[src/rtl/core/elptc_pkg.sv]
// Shared types and constants for the extended low-power timer compare block.
// No dependencies.
package elptc_pkg;

	typedef enum logic [2:0] {
		ACT_TICK        = 3'd0,
		ACT_DELAY_TICKS = 3'd1,
		ACT_ABS         = 3'd2,
		ACT_DELAY_MS    = 3'd3,
		ACT_DELAY_US    = 3'd4,
		ACT_READ        = 3'd5,
		ACT_ROLL        = 3'd6,
		ACT_NONE        = 3'd7
	} act_t;

	typedef enum logic [1:0] {
		ST_OK    = 2'd0,
		ST_SHORT = 2'd1,
		ST_LONG  = 2'd2
	} status_t;

	localparam logic REG_GUARD = 1'b0;
	localparam logic REG_EXTRA = 1'b1;

	// floor(x / d) via floor(x * floor(2^32 / d) / 2^32) plus one correction
	localparam logic [25:0] RECIP_MS  = 26'd34359738;
	localparam logic [25:0] RECIP_US  = 26'd274877;
	localparam logic [13:0] DIV_MS    = 14'd125;
	localparam logic [13:0] DIV_US    = 14'd15625;
	localparam logic [31:0] MS_LIMIT  = 32'd2000;
	localparam logic [31:0] US_LIMIT  = 32'd2000000;
	localparam logic [13:0] US_SCALE  = 14'd15625;

	localparam int unsigned FIFO_DEPTH = 4;
	localparam int unsigned FIFO_AW    = $clog2(FIFO_DEPTH);

	typedef struct packed {
		act_t        act;
		logic        ch;
		logic [15:0] ticks;
		logic        next_epoch;
		logic        too_long;
	} item_t;

	typedef struct packed {
		logic full;
		logic empty;
	} fifo_st_t;

	typedef struct packed {
		logic task_armed;
		logic cmp0_en;
	} arm_st_t;

endpackage

[src/rtl/core/elptc_front.sv]
// Front end: accepts input items, converts ms/us delays to ticks.
// Depends on elptc_pkg.
module elptc_front (
	input  logic                   clk,
	input  logic                   arst_n,
	input  logic                   s_tvalid,
	output logic                   s_tready,
	input  logic [55:0]            s_tdata,
	input  logic [3:0]             s_tuser,
	input  elptc_pkg::fifo_st_t    q_st,
	output logic                   push,
	output elptc_pkg::item_t       push_item
);
	import elptc_pkg::*;

	logic        v_s1;
	act_t        act_s1;
	logic        ch_s1;
	logic [15:0] ticks_s1;
	logic        next_s1;
	logic        long_s1;
	logic [29:0] x_s1;
	logic [15:0] qe_s1;

	act_t        act_in;
	logic [31:0] amount;
	logic        is_ms;
	logic [29:0] x;
	logic [25:0] recip;
	logic [55:0] prod;
	logic        accept;
	logic [13:0] d;
	logic [29:0] qd;
	logic [29:0] rem;
	logic [15:0] q;
	logic        scaled;

	assign act_in = act_t'(s_tuser[2:0]);
	assign amount = s_tdata[47:16];
	assign is_ms  = (act_in == ACT_DELAY_MS);
	assign x      = is_ms ? {7'd0, amount[10:0], 12'd0} : {amount[20:0], 9'd0};
	assign recip  = is_ms ? RECIP_MS : RECIP_US;
	assign prod   = 56'(x) * 56'(recip);

	assign push     = v_s1 && !q_st.full;
	assign s_tready = !v_s1 || !q_st.full;
	assign accept   = s_tvalid && s_tready;

	always_ff @(posedge clk or negedge arst_n) begin
		if (!arst_n) begin
			v_s1 <= 1'b0;
		end else if (accept) begin
			v_s1 <= 1'b1;
		end else if (push) begin
			v_s1 <= 1'b0;
		end
	end

	always_ff @(posedge clk) begin
		if (accept) begin
			act_s1   <= act_in;
			ch_s1    <= s_tuser[3];
			ticks_s1 <= s_tdata[15:0];
			next_s1  <= s_tdata[48];
			long_s1  <= is_ms ? (amount >= MS_LIMIT) : (amount >= US_LIMIT);
			x_s1     <= x;
			qe_s1    <= prod[47:32];
		end
	end

	assign d      = (act_s1 == ACT_DELAY_MS) ? DIV_MS : DIV_US;
	assign qd     = 30'(qe_s1) * 30'(d);
	assign rem    = x_s1 - qd;
	assign q      = (rem >= 30'(d)) ? qe_s1 + 16'd1 : qe_s1;
	assign scaled = (act_s1 == ACT_DELAY_MS) || (act_s1 == ACT_DELAY_US);

	always_comb begin
		push_item.act        = act_s1;
		push_item.ch         = ch_s1;
		push_item.ticks      = scaled ? q : ticks_s1;
		push_item.next_epoch = next_s1;
		push_item.too_long   = scaled && long_s1;
	end

endmodule

[src/rtl/core/elptc_fifo.sv]
// Short item queue between front end and back end.
// Depends on elptc_pkg.
module elptc_fifo (
	input  logic                  clk,
	input  logic                  arst_n,
	input  logic                  push,
	input  elptc_pkg::item_t      push_item,
	input  logic                  pop,
	output elptc_pkg::item_t      head,
	output elptc_pkg::fifo_st_t   st
);
	import elptc_pkg::*;

	item_t              mem_q [FIFO_DEPTH];
	logic [FIFO_AW-1:0] wr_q;
	logic [FIFO_AW-1:0] rd_q;
	logic [FIFO_AW:0]   cnt_q;

	assign st.full  = (cnt_q == (FIFO_AW+1)'(FIFO_DEPTH));
	assign st.empty = (cnt_q == '0);
	assign head     = mem_q[rd_q];

	always_ff @(posedge clk or negedge arst_n) begin
		if (!arst_n) begin
			wr_q  <= '0;
			rd_q  <= '0;
			cnt_q <= '0;
		end else begin
			if (push) wr_q <= wr_q + 1'b1;
			if (pop)  rd_q <= rd_q + 1'b1;
			if (push && !pop)      cnt_q <= cnt_q + 1'b1;
			else if (pop && !push) cnt_q <= cnt_q - 1'b1;
		end
	end

	always_ff @(posedge clk) begin
		if (push) mem_q[wr_q] <= push_item;
	end

endmodule

[src/rtl/core/elptc_back.sv]
// Back end: timer state, compare arming and firing, time read and output register.
// Depends on elptc_pkg.
module elptc_back (
	input  logic                  clk,
	input  logic                  arst_n,
	input  elptc_pkg::item_t      head,
	input  elptc_pkg::fifo_st_t   q_st,
	output logic                  pop,
	input  logic [7:0]            guard_ticks,
	input  logic [7:0]            extra_ticks,
	output logic                  m_tvalid,
	input  logic                  m_tready,
	output logic [111:0]          m_tdata,
	output elptc_pkg::arm_st_t    arm_st
);
	import elptc_pkg::*;

	logic [15:0] low_q [2];
	logic [31:0] ep_q  [2];
	logic [15:0] cv_q  [2];
	logic [1:0]  ce_q;
	logic        ta_q;
	logic        rf_q;

	logic [15:0] low_n [2];
	logic [31:0] ep_n  [2];
	logic [15:0] cv_n  [2];
	logic [1:0]  ce_n;
	logic        ta_n;
	logic        rf_n;

	status_t     st;
	logic [2:0]  fl;
	logic [47:0] tt;
	logic [16:0] now;
	logic [15:0] lo_ch;
	logic [15:0] sum;

	logic        v_s1;
	status_t     st_s1;
	logic [2:0]  fl_s1;
	logic [47:0] tt_s1;
	logic [37:0] plo_s1;
	logic [37:0] phi_s1;

	logic        o_valid_q;
	logic [111:0] o_data_q;
	logic        adv_o;
	logic [61:0] us_full;

	assign adv_o = v_s1 && (!o_valid_q || m_tready);
	assign pop   = !q_st.empty && (!v_s1 || adv_o);

	assign lo_ch = low_q[head.ch];
	assign now   = {1'b0, lo_ch} + 17'(extra_ticks);
	assign sum   = lo_ch + head.ticks + 16'(extra_ticks);

	always_comb begin
		low_n = low_q;
		ep_n  = ep_q;
		cv_n  = cv_q;
		ce_n  = ce_q;
		ta_n  = ta_q;
		rf_n  = rf_q;
		st    = ST_OK;
		fl    = '0;
		tt    = '0;
		unique case (head.act)
			ACT_TICK: begin
				for (int c = 0; c < 2; c++) begin
					low_n[c] = low_q[c] + 16'd1;
					if (low_n[c] == '0) begin
						ep_n[c] = ep_q[c] + 32'd1;
						if (c == 1 && rf_q) begin
							rf_n  = 1'b0;
							fl[2] = 1'b1;
						end
					end
					if (ce_q[c] && low_n[c] == cv_q[c]) begin
						ce_n[c] = 1'b0;
						if (c == 0) begin
							if (ta_q) begin
								ta_n  = 1'b0;
								fl[0] = 1'b1;
							end
						end else begin
							fl[1] = 1'b1;
						end
					end
				end
			end
			ACT_DELAY_TICKS, ACT_DELAY_MS, ACT_DELAY_US: begin
				if (head.too_long) begin
					st = ST_LONG;
				end else if (head.ticks <= 16'(guard_ticks)) begin
					st = ST_SHORT;
				end else begin
					cv_n[head.ch] = sum;
					ce_n[head.ch] = 1'b1;
					if (!head.ch) ta_n = 1'b1;
				end
			end
			ACT_ABS: begin
				if (!head.ch && ta_q) begin
					ta_n    = 1'b0;
					ce_n[0] = 1'b0;
				end
				if (now > 17'(head.ticks) && !head.next_epoch) begin
					st = ST_SHORT;
				end else if (now < 17'(head.ticks) && head.next_epoch) begin
					st = ST_LONG;
				end else begin
					cv_n[head.ch] = head.ticks;
					ce_n[head.ch] = 1'b1;
					if (!head.ch) ta_n = 1'b1;
				end
			end
			ACT_READ: begin
				tt = {ep_q[head.ch], lo_ch};
			end
			ACT_ROLL: begin
				rf_n = 1'b1;
			end
			default: begin
			end
		endcase
	end

	always_ff @(posedge clk or negedge arst_n) begin
		if (!arst_n) begin
			low_q <= '{default: '0};
			ep_q  <= '{default: '0};
			cv_q  <= '{default: '0};
			ce_q  <= '0;
			ta_q  <= 1'b0;
			rf_q  <= 1'b0;
		end else if (pop) begin
			low_q <= low_n;
			ep_q  <= ep_n;
			cv_q  <= cv_n;
			ce_q  <= ce_n;
			ta_q  <= ta_n;
			rf_q  <= rf_n;
		end
	end

	always_ff @(posedge clk or negedge arst_n) begin
		if (!arst_n) begin
			v_s1      <= 1'b0;
			o_valid_q <= 1'b0;
		end else begin
			if (pop)        v_s1 <= 1'b1;
			else if (adv_o) v_s1 <= 1'b0;
			if (adv_o)         o_valid_q <= 1'b1;
			else if (m_tready) o_valid_q <= 1'b0;
		end
	end

	always_ff @(posedge clk) begin
		if (pop) begin
			st_s1  <= st;
			fl_s1  <= fl;
			tt_s1  <= tt;
			plo_s1 <= 38'(tt[23:0]) * 38'(US_SCALE);
			phi_s1 <= 38'(tt[47:24]) * 38'(US_SCALE);
		end
	end

	assign us_full = {phi_s1[37:0], 24'd0} + 62'(plo_s1);

	always_ff @(posedge clk) begin
		if (adv_o) o_data_q <= {6'd0, fl_s1, us_full[61:9], tt_s1, st_s1};
	end

	assign m_tvalid       = o_valid_q;
	assign m_tdata        = o_data_q;
	assign arm_st.task_armed = ta_q;
	assign arm_st.cmp0_en    = ce_q[0];

endmodule

[src/rtl/core/extended_lowpower_timer_compare.sv]
// Two-channel 48-bit slow-clock timer with one-shot compare: top level.
// Depends on elptc_pkg, elptc_front, elptc_fifo, elptc_back.
// Items are ticks, arm requests and time reads; a new item is accepted every
// cycle unless the queue is full with the front stage occupied. m_tvalid rises
// once the item has passed the front stage (ms/us conversion multiply), the
// queue, the back stage (timer state update and microsecond partial products)
// and the output register. The queue holds four items between front and back.
module extended_lowpower_timer_compare (
	input  logic         clk,
	input  logic         arst_n,
	input  logic         s_tvalid,
	output logic         s_tready,
	// ticks[15:0], amount[47:16], next_epoch[48], zero fill
	input  logic [55:0]  s_tdata,
	// action[2:0], channel[3]
	input  logic [3:0]   s_tuser,
	output logic         m_tvalid,
	input  logic         m_tready,
	// status[1:0], time_ticks[49:2], time_us[102:50], task_fire[103],
	// vt_compare_fire[104], vt_roll_fire[105], zero fill
	output logic [111:0] m_tdata,
	input  logic         psel,
	input  logic         penable,
	input  logic         pwrite,
	input  logic [2:0]   paddr,
	input  logic [31:0]  pwdata,
	output logic [31:0]  prdata,
	output logic         pready
);
	import elptc_pkg::*;

	logic [7:0] guard_q;
	logic [7:0] extra_q;
	logic       push;
	logic       pop;
	item_t      push_item;
	item_t      head;
	fifo_st_t   q_st;
	arm_st_t    arm_st;

	assign pready = 1'b1;
	assign prdata = {24'd0, (paddr[2] == REG_EXTRA) ? extra_q : guard_q};

	always_ff @(posedge clk or negedge arst_n) begin
		if (!arst_n) begin
			guard_q <= 8'd2;
			extra_q <= 8'd0;
		end else if (psel && penable && pwrite) begin
			if (paddr[2] == REG_GUARD) guard_q <= pwdata[7:0];
			else                       extra_q <= pwdata[7:0];
		end
	end

	elptc_front u_front (
		.clk       (clk),
		.arst_n    (arst_n),
		.s_tvalid  (s_tvalid),
		.s_tready  (s_tready),
		.s_tdata   (s_tdata),
		.s_tuser   (s_tuser),
		.q_st      (q_st),
		.push      (push),
		.push_item (push_item)
	);

	elptc_fifo u_fifo (
		.clk       (clk),
		.arst_n    (arst_n),
		.push      (push),
		.push_item (push_item),
		.pop       (pop),
		.head      (head),
		.st        (q_st)
	);

	elptc_back u_back (
		.clk         (clk),
		.arst_n      (arst_n),
		.head        (head),
		.q_st        (q_st),
		.pop         (pop),
		.guard_ticks (guard_q),
		.extra_ticks (extra_q),
		.m_tvalid    (m_tvalid),
		.m_tready    (m_tready),
		.m_tdata     (m_tdata),
		.arm_st      (arm_st)
	);

`ifndef SYNTHESIS
	a_task_arm: assert property (@(posedge clk) disable iff (!arst_n)
		arm_st.task_armed |-> arm_st.cmp0_en)
		else $error("task armed without channel 0 compare enabled");

	a_fire_status: assert property (@(posedge clk) disable iff (!arst_n)
		(m_tvalid && (m_tdata[103] || m_tdata[104] || m_tdata[105]))
		|-> (m_tdata[1:0] == ST_OK && m_tdata[49:2] == '0))
		else $error("fire flag on a non-tick item");

	a_no_pop_empty: assert property (@(posedge clk) disable iff (!arst_n)
		q_st.empty |-> !pop)
		else $error("queue popped while empty");
`endif

endmodule

[config.mk]
export PLATFORM = sky130hd
export DESIGN_NAME = extended_lowpower_timer_compare
export DESIGN_NICKNAME = d
export VERILOG_FILES = /design/src/rtl/core/elptc_pkg.sv /design/src/rtl/core/elptc_front.sv /design/src/rtl/core/elptc_fifo.sv /design/src/rtl/core/elptc_back.sv /design/src/rtl/core/extended_lowpower_timer_compare.sv
export SDC_FILE = /design/constraint.sdc
export NUM_CORES = 2
export LEC_CHECK = 0
export BUFFER_PORTS_ARGS = -buffer_cell sky130_fd_sc_hd__buf_2
export CAP_MARGIN = 20
export CORE_ASPECT_RATIO = 0.75
export CORE_UTILIZATION = 30
export CTS_CLUSTER_SIZE = 28
export DETAILED_ROUTE_END_ITERATION = 12
export GPL_TIMING_DRIVEN = 0
export MAX_ROUTING_LAYER = met4
export PLACE_DENSITY = 0.58
export SLEW_MARGIN = 30
export SYNTH_ARGS = -nofsm -noshare
export SYNTH_HDL_FRONTEND = slang
export SYNTH_SLANG_ARGS = --single-unit
[constraint.sdc]
create_clock -name clk -period 9.35 [get_ports clk]
set_input_delay 1.87 -clock clk [delete_from_list [all_inputs] [get_ports clk]]
set_output_delay 1.87 -clock clk [all_outputs]
set_load 0.05 [all_outputs]
# Yosys cells after proc, flatten, opt, wreduce, memory -nomap -nowiden
# Memory sizes are Yosys's and may differ from the RTL's.
# Cells that the tools add are included.
# classes
n_eq_ne	20
bitwise_logic	4
mul	4
reduce_logical	53
magnitude_cmp	10
addsub	14
shifts	0
n_div	0
mux	62
# ops
op	count
$mux W32	7
$mux W16	6
$mul A24 B14 Y38 const B	2
$add A32 B1 Y32 const B	2
$bwmux W32	2
$pmux W32 S2	1
$add A62 B38 Y62	1
$add A16 B1 Y16 const B	3
$mul A30 B26 Y48	1
$mux W48	1
$eq A16 B16 Y1	2
$ge A32 B11 Y1 const B	1
$ge A32 B21 Y1 const B	1
$logic_not A16 Y1	2
$ge A30 B14 Y1	1
$mul A16 B14 Y30	1
$mux W30	1
$sub A30 B30 Y30	1
$mux W1	26
$mux W26	1
$add A16 B8 Y17	1
$gt A17 B16 Y1	1
$lt A17 B16 Y1	1
$add A16 B16 Y16	1
other kinds (39)	100
# totals
n_memories	1
romBits	0
mem_bits_rw	88
latch_bits	0
in_bits	102
regBits	461
# memory_table
memory	depth	word_bits	read_ports	rd_ports_with_merged_regs	write_ports	line	source
u_fifo.mem_q	4	22	1	0	1	elptc_fifo.sv:14	item_t mem_q [FIFO_DEPTH];

# Logic depth before layout (Yosys ltp)
# An unclocked memory read counts as a cell.
# depth
depth_word	11
ltp_mapped	36

# By module
# From an unflattened synthesis, not the netlist that was laid out.
# hier_totals
hier_cells	4858
area_unflattened_um2	52166.3
# by_module_without_submodules
module	cells_per_inst	seq_area_each_um2	area_each_um2	n_inst
elptc_back	2612	10049.6	28200.8	1
elptc_front	2027	1796.7	19437.4	1
elptc_fifo	149	2817.7	3604.7	1
extended_lowpower_timer_compare	70	401.6	923.4	1

# Least setup slack after synthesis
# Ideal clock, no wire load.
# synth_timing
path_type	input to register
startpoint	in s_tuser[2]
endpoint	reg u_front.qe_s1[15] (data pin)
path_slack_ps	328
required_ps	9090
arrival_time_ps	8762
path_stages	26
cell_sequence	nand3b_1 clkbuf_1 and2_1 fa_1 fa_1 inv_1 fa_1 fa_1 inv_1 fa_1 inv_1 fa_1 inv_1 fa_1 ha_1 a21o_1 a21o_1 a21oi_1 o21ai_0 or4_1 o2111ai_1 o21ai_0 a211oi_1 o21bai_1 a21o_1 xnor2_1
# synth_via
elab_chain_len	3
# synth_lines
element	line	source
start: declaration	extended_lowpower_timer_compare.sv:16	input logic [3:0] s_tuser,
$eq A3 B2 Y1	elptc_front.sv:40	assign is_ms = (act_in == ACT_DELAY_MS);
$mux W30	elptc_front.sv:41	assign x = is_ms ? {7'd0, amount[10:0], 12'd0} : {amount[20:0], 9'd0};
named net u_front.x[27]	elptc_front.sv:28	logic [29:0] x;
$mul A30 B26 Y48	elptc_front.sv:43	assign prod = 56'(x) * 56'(recip);
named net u_front.prod[47]	elptc_front.sv:30	logic [55:0] prod;
end signal: assignment	elptc_front.sv:67	qe_s1 <= prod[47:32];
end: declaration	elptc_front.sv:23	logic [15:0] qe_s1;
# The timed path passes the listed nets, and every way through them passes these cells.
# A chain may end at the register's enable or synchronous reset.

# Worst setup path after layout
# Same ends and word-level chain as after synthesis.

==> results.ini <==
[status]
outcome = complete, but fails checks
violations = design-rule violations

[logic_synthesis]
synth.largest_area_cell = fa_1
synth_flop_cell = edfxtp_1
ys_seq_area_share_pct = 29.5
synth-seq-cells = 528
synth_top_area_share_pct = 22.3
async_flop_share_pct = 29.9
netlist_area_um2 = 51000
synth_area_leaders = fa_1 22%, edfxtp_1 22%, ha_1 17%
syn_inst = 4660
synth_cell_type_count = 84
ys.warnings.count = 0
syn_avg_cell_area_um2 = 11.0
synth_edf_count = 370

[timing]
period_share_pct = 97.6
slew_headroom_pct = 32.5
fmax_ghz = 0.110
post-route-min-period_ps = 9120
setup_viol = 0
hold_viol = 0
finClkSkew_ps = 72.4
worst_pin_slew_ps = 985
drv_slew = 0
setup_tns_ps = 0

[cts]
cts.path.max_buffers = 3
clk_transition_reported_paths_ps = 60
postCtsHoldBufs = 0
cts_tree = done
cts.sinks = 528
cts_buffers = 59
htreeDepth = 2
clock-root-buffer = clkbuf_16
worstSkewPairLatency_ps = 680

[route]
postRouteAntennaNets = 0
firstDrtPassIters = 10
vias_per_cell = 4.51
wire_per_inst_um = 16.6
vias = 32900
drc = 14
first_iter_violations = 1734
drt-total-wl_um = 121000

[floorplanning]
boundaryPins = 249
core_um2 = 168000
start_util_pct = 30.3
die_h_um = 359
die_w_um = 478
core.rowCount = 130
die_area_um2 = 172000

[hold_path]
holdCritPathClass = reg -> reg
worstHoldStart = u_back.tt_s1[43]$_DFFE_PP_
holdPathStages = 0
holdPathEnd = u_back.m_tdata[45]$_DFFE_PP_

[cells_and_area]
finish.utilization_pct = 34.3
final_common_cell = inv_1
layout_common_cells = 966 x inv_1, 671 x ha_1, 569 x fa_1
area_growth_pct = 13.0
nFillCells = 17000
drive_above_1_share_pct = 11.3
nNetsFinal = 6347

[worst_setup_path]
worstPathMaxFanout = 8
worstReg2RegStart = u_fifo.rd_q[0]$_DFFE_PN0P_
cpPeakStageDelay_ps = 540
cpMostUsedCell = fa_1
critPathTopFamily = adder cells
setup.worst_path.start = s_tuser[2]
ff2ff_setup_slack_ps = 440
crit_type = in -> reg
cp.required_ps = 9710
cp-end-kind = register
start_kind = input pin
cp_data_arrival_time_ps = 9480
timing.rr.end = u_back.phi_s1[37]$_DFFE_PP_
worstRegToRegCells = 25
path_buf_inv = 7
slowest_stage = or4_1

[grt]
grt_max_degree = 82
grt_overflow = 0
antenna_found_initial = 7
grt_pass1_vias = 34300
grt_use_total_pct = 14.9
grt_pass1_wl_um = 195000

[place]
dp_hpwl_um = 101000
place.gp.congestion = 0.892
io_buffers = 183

[run]
cap_violations = 0

-- metal layers --
layer  up-vias  GRT usage (%)  share of wire [%]
met1     16300           20.6                 48
met5         -              -                  0
li1      15900              -                  -
met4         0           2.97                1.7
met3       137           2.09                4.4
met2       593           23.1                 46
-- Yosys cell counts, drive strengths merged (52+ instances only) --
master  number
nand2      238
dfrtp      157
a21oi      134
inv        970
xor2        93
nor2       188
ha         673
nor3        59
edfxtp     370
nand3       84
a21o        67
clkbuf      60
mux2i       52
fa         569
mux2        60
xnor2      235
o21ai      106
buf         53
-- logic make-up after synthesis --
| logic type | Yosys count | share of synthesized area, % |
|---|---|---|
| compound gates | 496 | 6.37 |
| xor+xnor | 328 | 5.63 |
| fa+ha+maj | 1242 | 38.8 |
| buf+inv | 1083 | 8.25 |
| flops | 528 | 29.5 |
| mux | 134 | 3.31 |
| other cells | 2 | 0.0147 |
| simple gates | 847 | 8.09 |
-- repair_timing --
action / in CTS / in global routing
setup endpoints to repair: 96 / 77
pin swaps: 1 / 6
setup buffers: 5 / 20
resized for setup: 43 / 42
-- worst max path at each step --
stage / to / slack, ps / cells past startpoint
after floorplan: u_front.qe_s1[15]$_DFFE_PP_ / 330 / 26
after detailed placement: u_front.qe_s1[15]$_DFFE_PP_ / -1570 / 27
final: u_front.qe_s1[15]$_DFFE_PP_ / 230 / 28
after global routing: u_fifo.mem_q[2][13]$_DFFE_PP_ / -30 / 36
after CTS: u_back.plo_s1[37]$_DFFE_PP_ / 3 / 28
after global placement: u_front.qe_s1[15]$_DFFE_PP_ / -1460 / 27
-- state kept, by name, indices dropped and copies added (netlist names), 2 cells and up --
name	flops
u_back.low_q	32
u_front.ticks_s1	16
guard_q	8
u_fifo.rd_q	2
u_fifo.mem_q	88
u_back.phi_s1	38
u_front.qe_s1	16
u_fifo.wr_q	2
u_fifo.cnt_q	3
u_back.ep_q	64
u_back.m_tdata	106
u_back.tt_s1	42
u_back.ce_q	2
u_back.cv_q	32
u_back.fl_s1	3
extra_q	8
u_front.act_s1	3
u_back.st_s1	2
u_back.plo_s1	32
u_front.x_s1	21
-- cell type report --
type / count / area (um^2) / area share, %
Clock inverter: 38 / 460 / 0.798
Timing Repair Buffer: 214 / 1320 / 2.28
Multi-Input combinational cell: 3120 / 32200 / 55.9
Inverter: 970 / 3650 / 6.33
Clock buffer: 71 / 1540 / 2.67
Antenna cell: 1 / 2.50 / 0.00434
Buffer: 110 / 584 / 1.01
Sequential cell: 528 / 15100 / 26.1
Tap cell: 2244 / 2810 / 4.87
-- metrics by stage --
stage,instances,setup WS (ps),instance area [um^2],hold WS [ps]
final,7296,228,57700,414
after global routing,7295,-26.5,57700,419
after CTS,7276,2.72,57400,415
after detailed placement,7164,-1570,55300,405
after global placement,7158,-1460,55000,406
after floorplan,4731,328,51300,400
-- worst register-to-register path, delay by kind of cell, from the launching register on --
kind	cells	cell delay, ps
fa+ha+maj	7	3000
buf+inv	6	1370
simple gates	5	1750
compound gates	6	1580
flops	1	310
mux	1	640
Power is not shown: default switching activity piles up to over one toggle a cycle in this logic, so the estimate is an artifact.
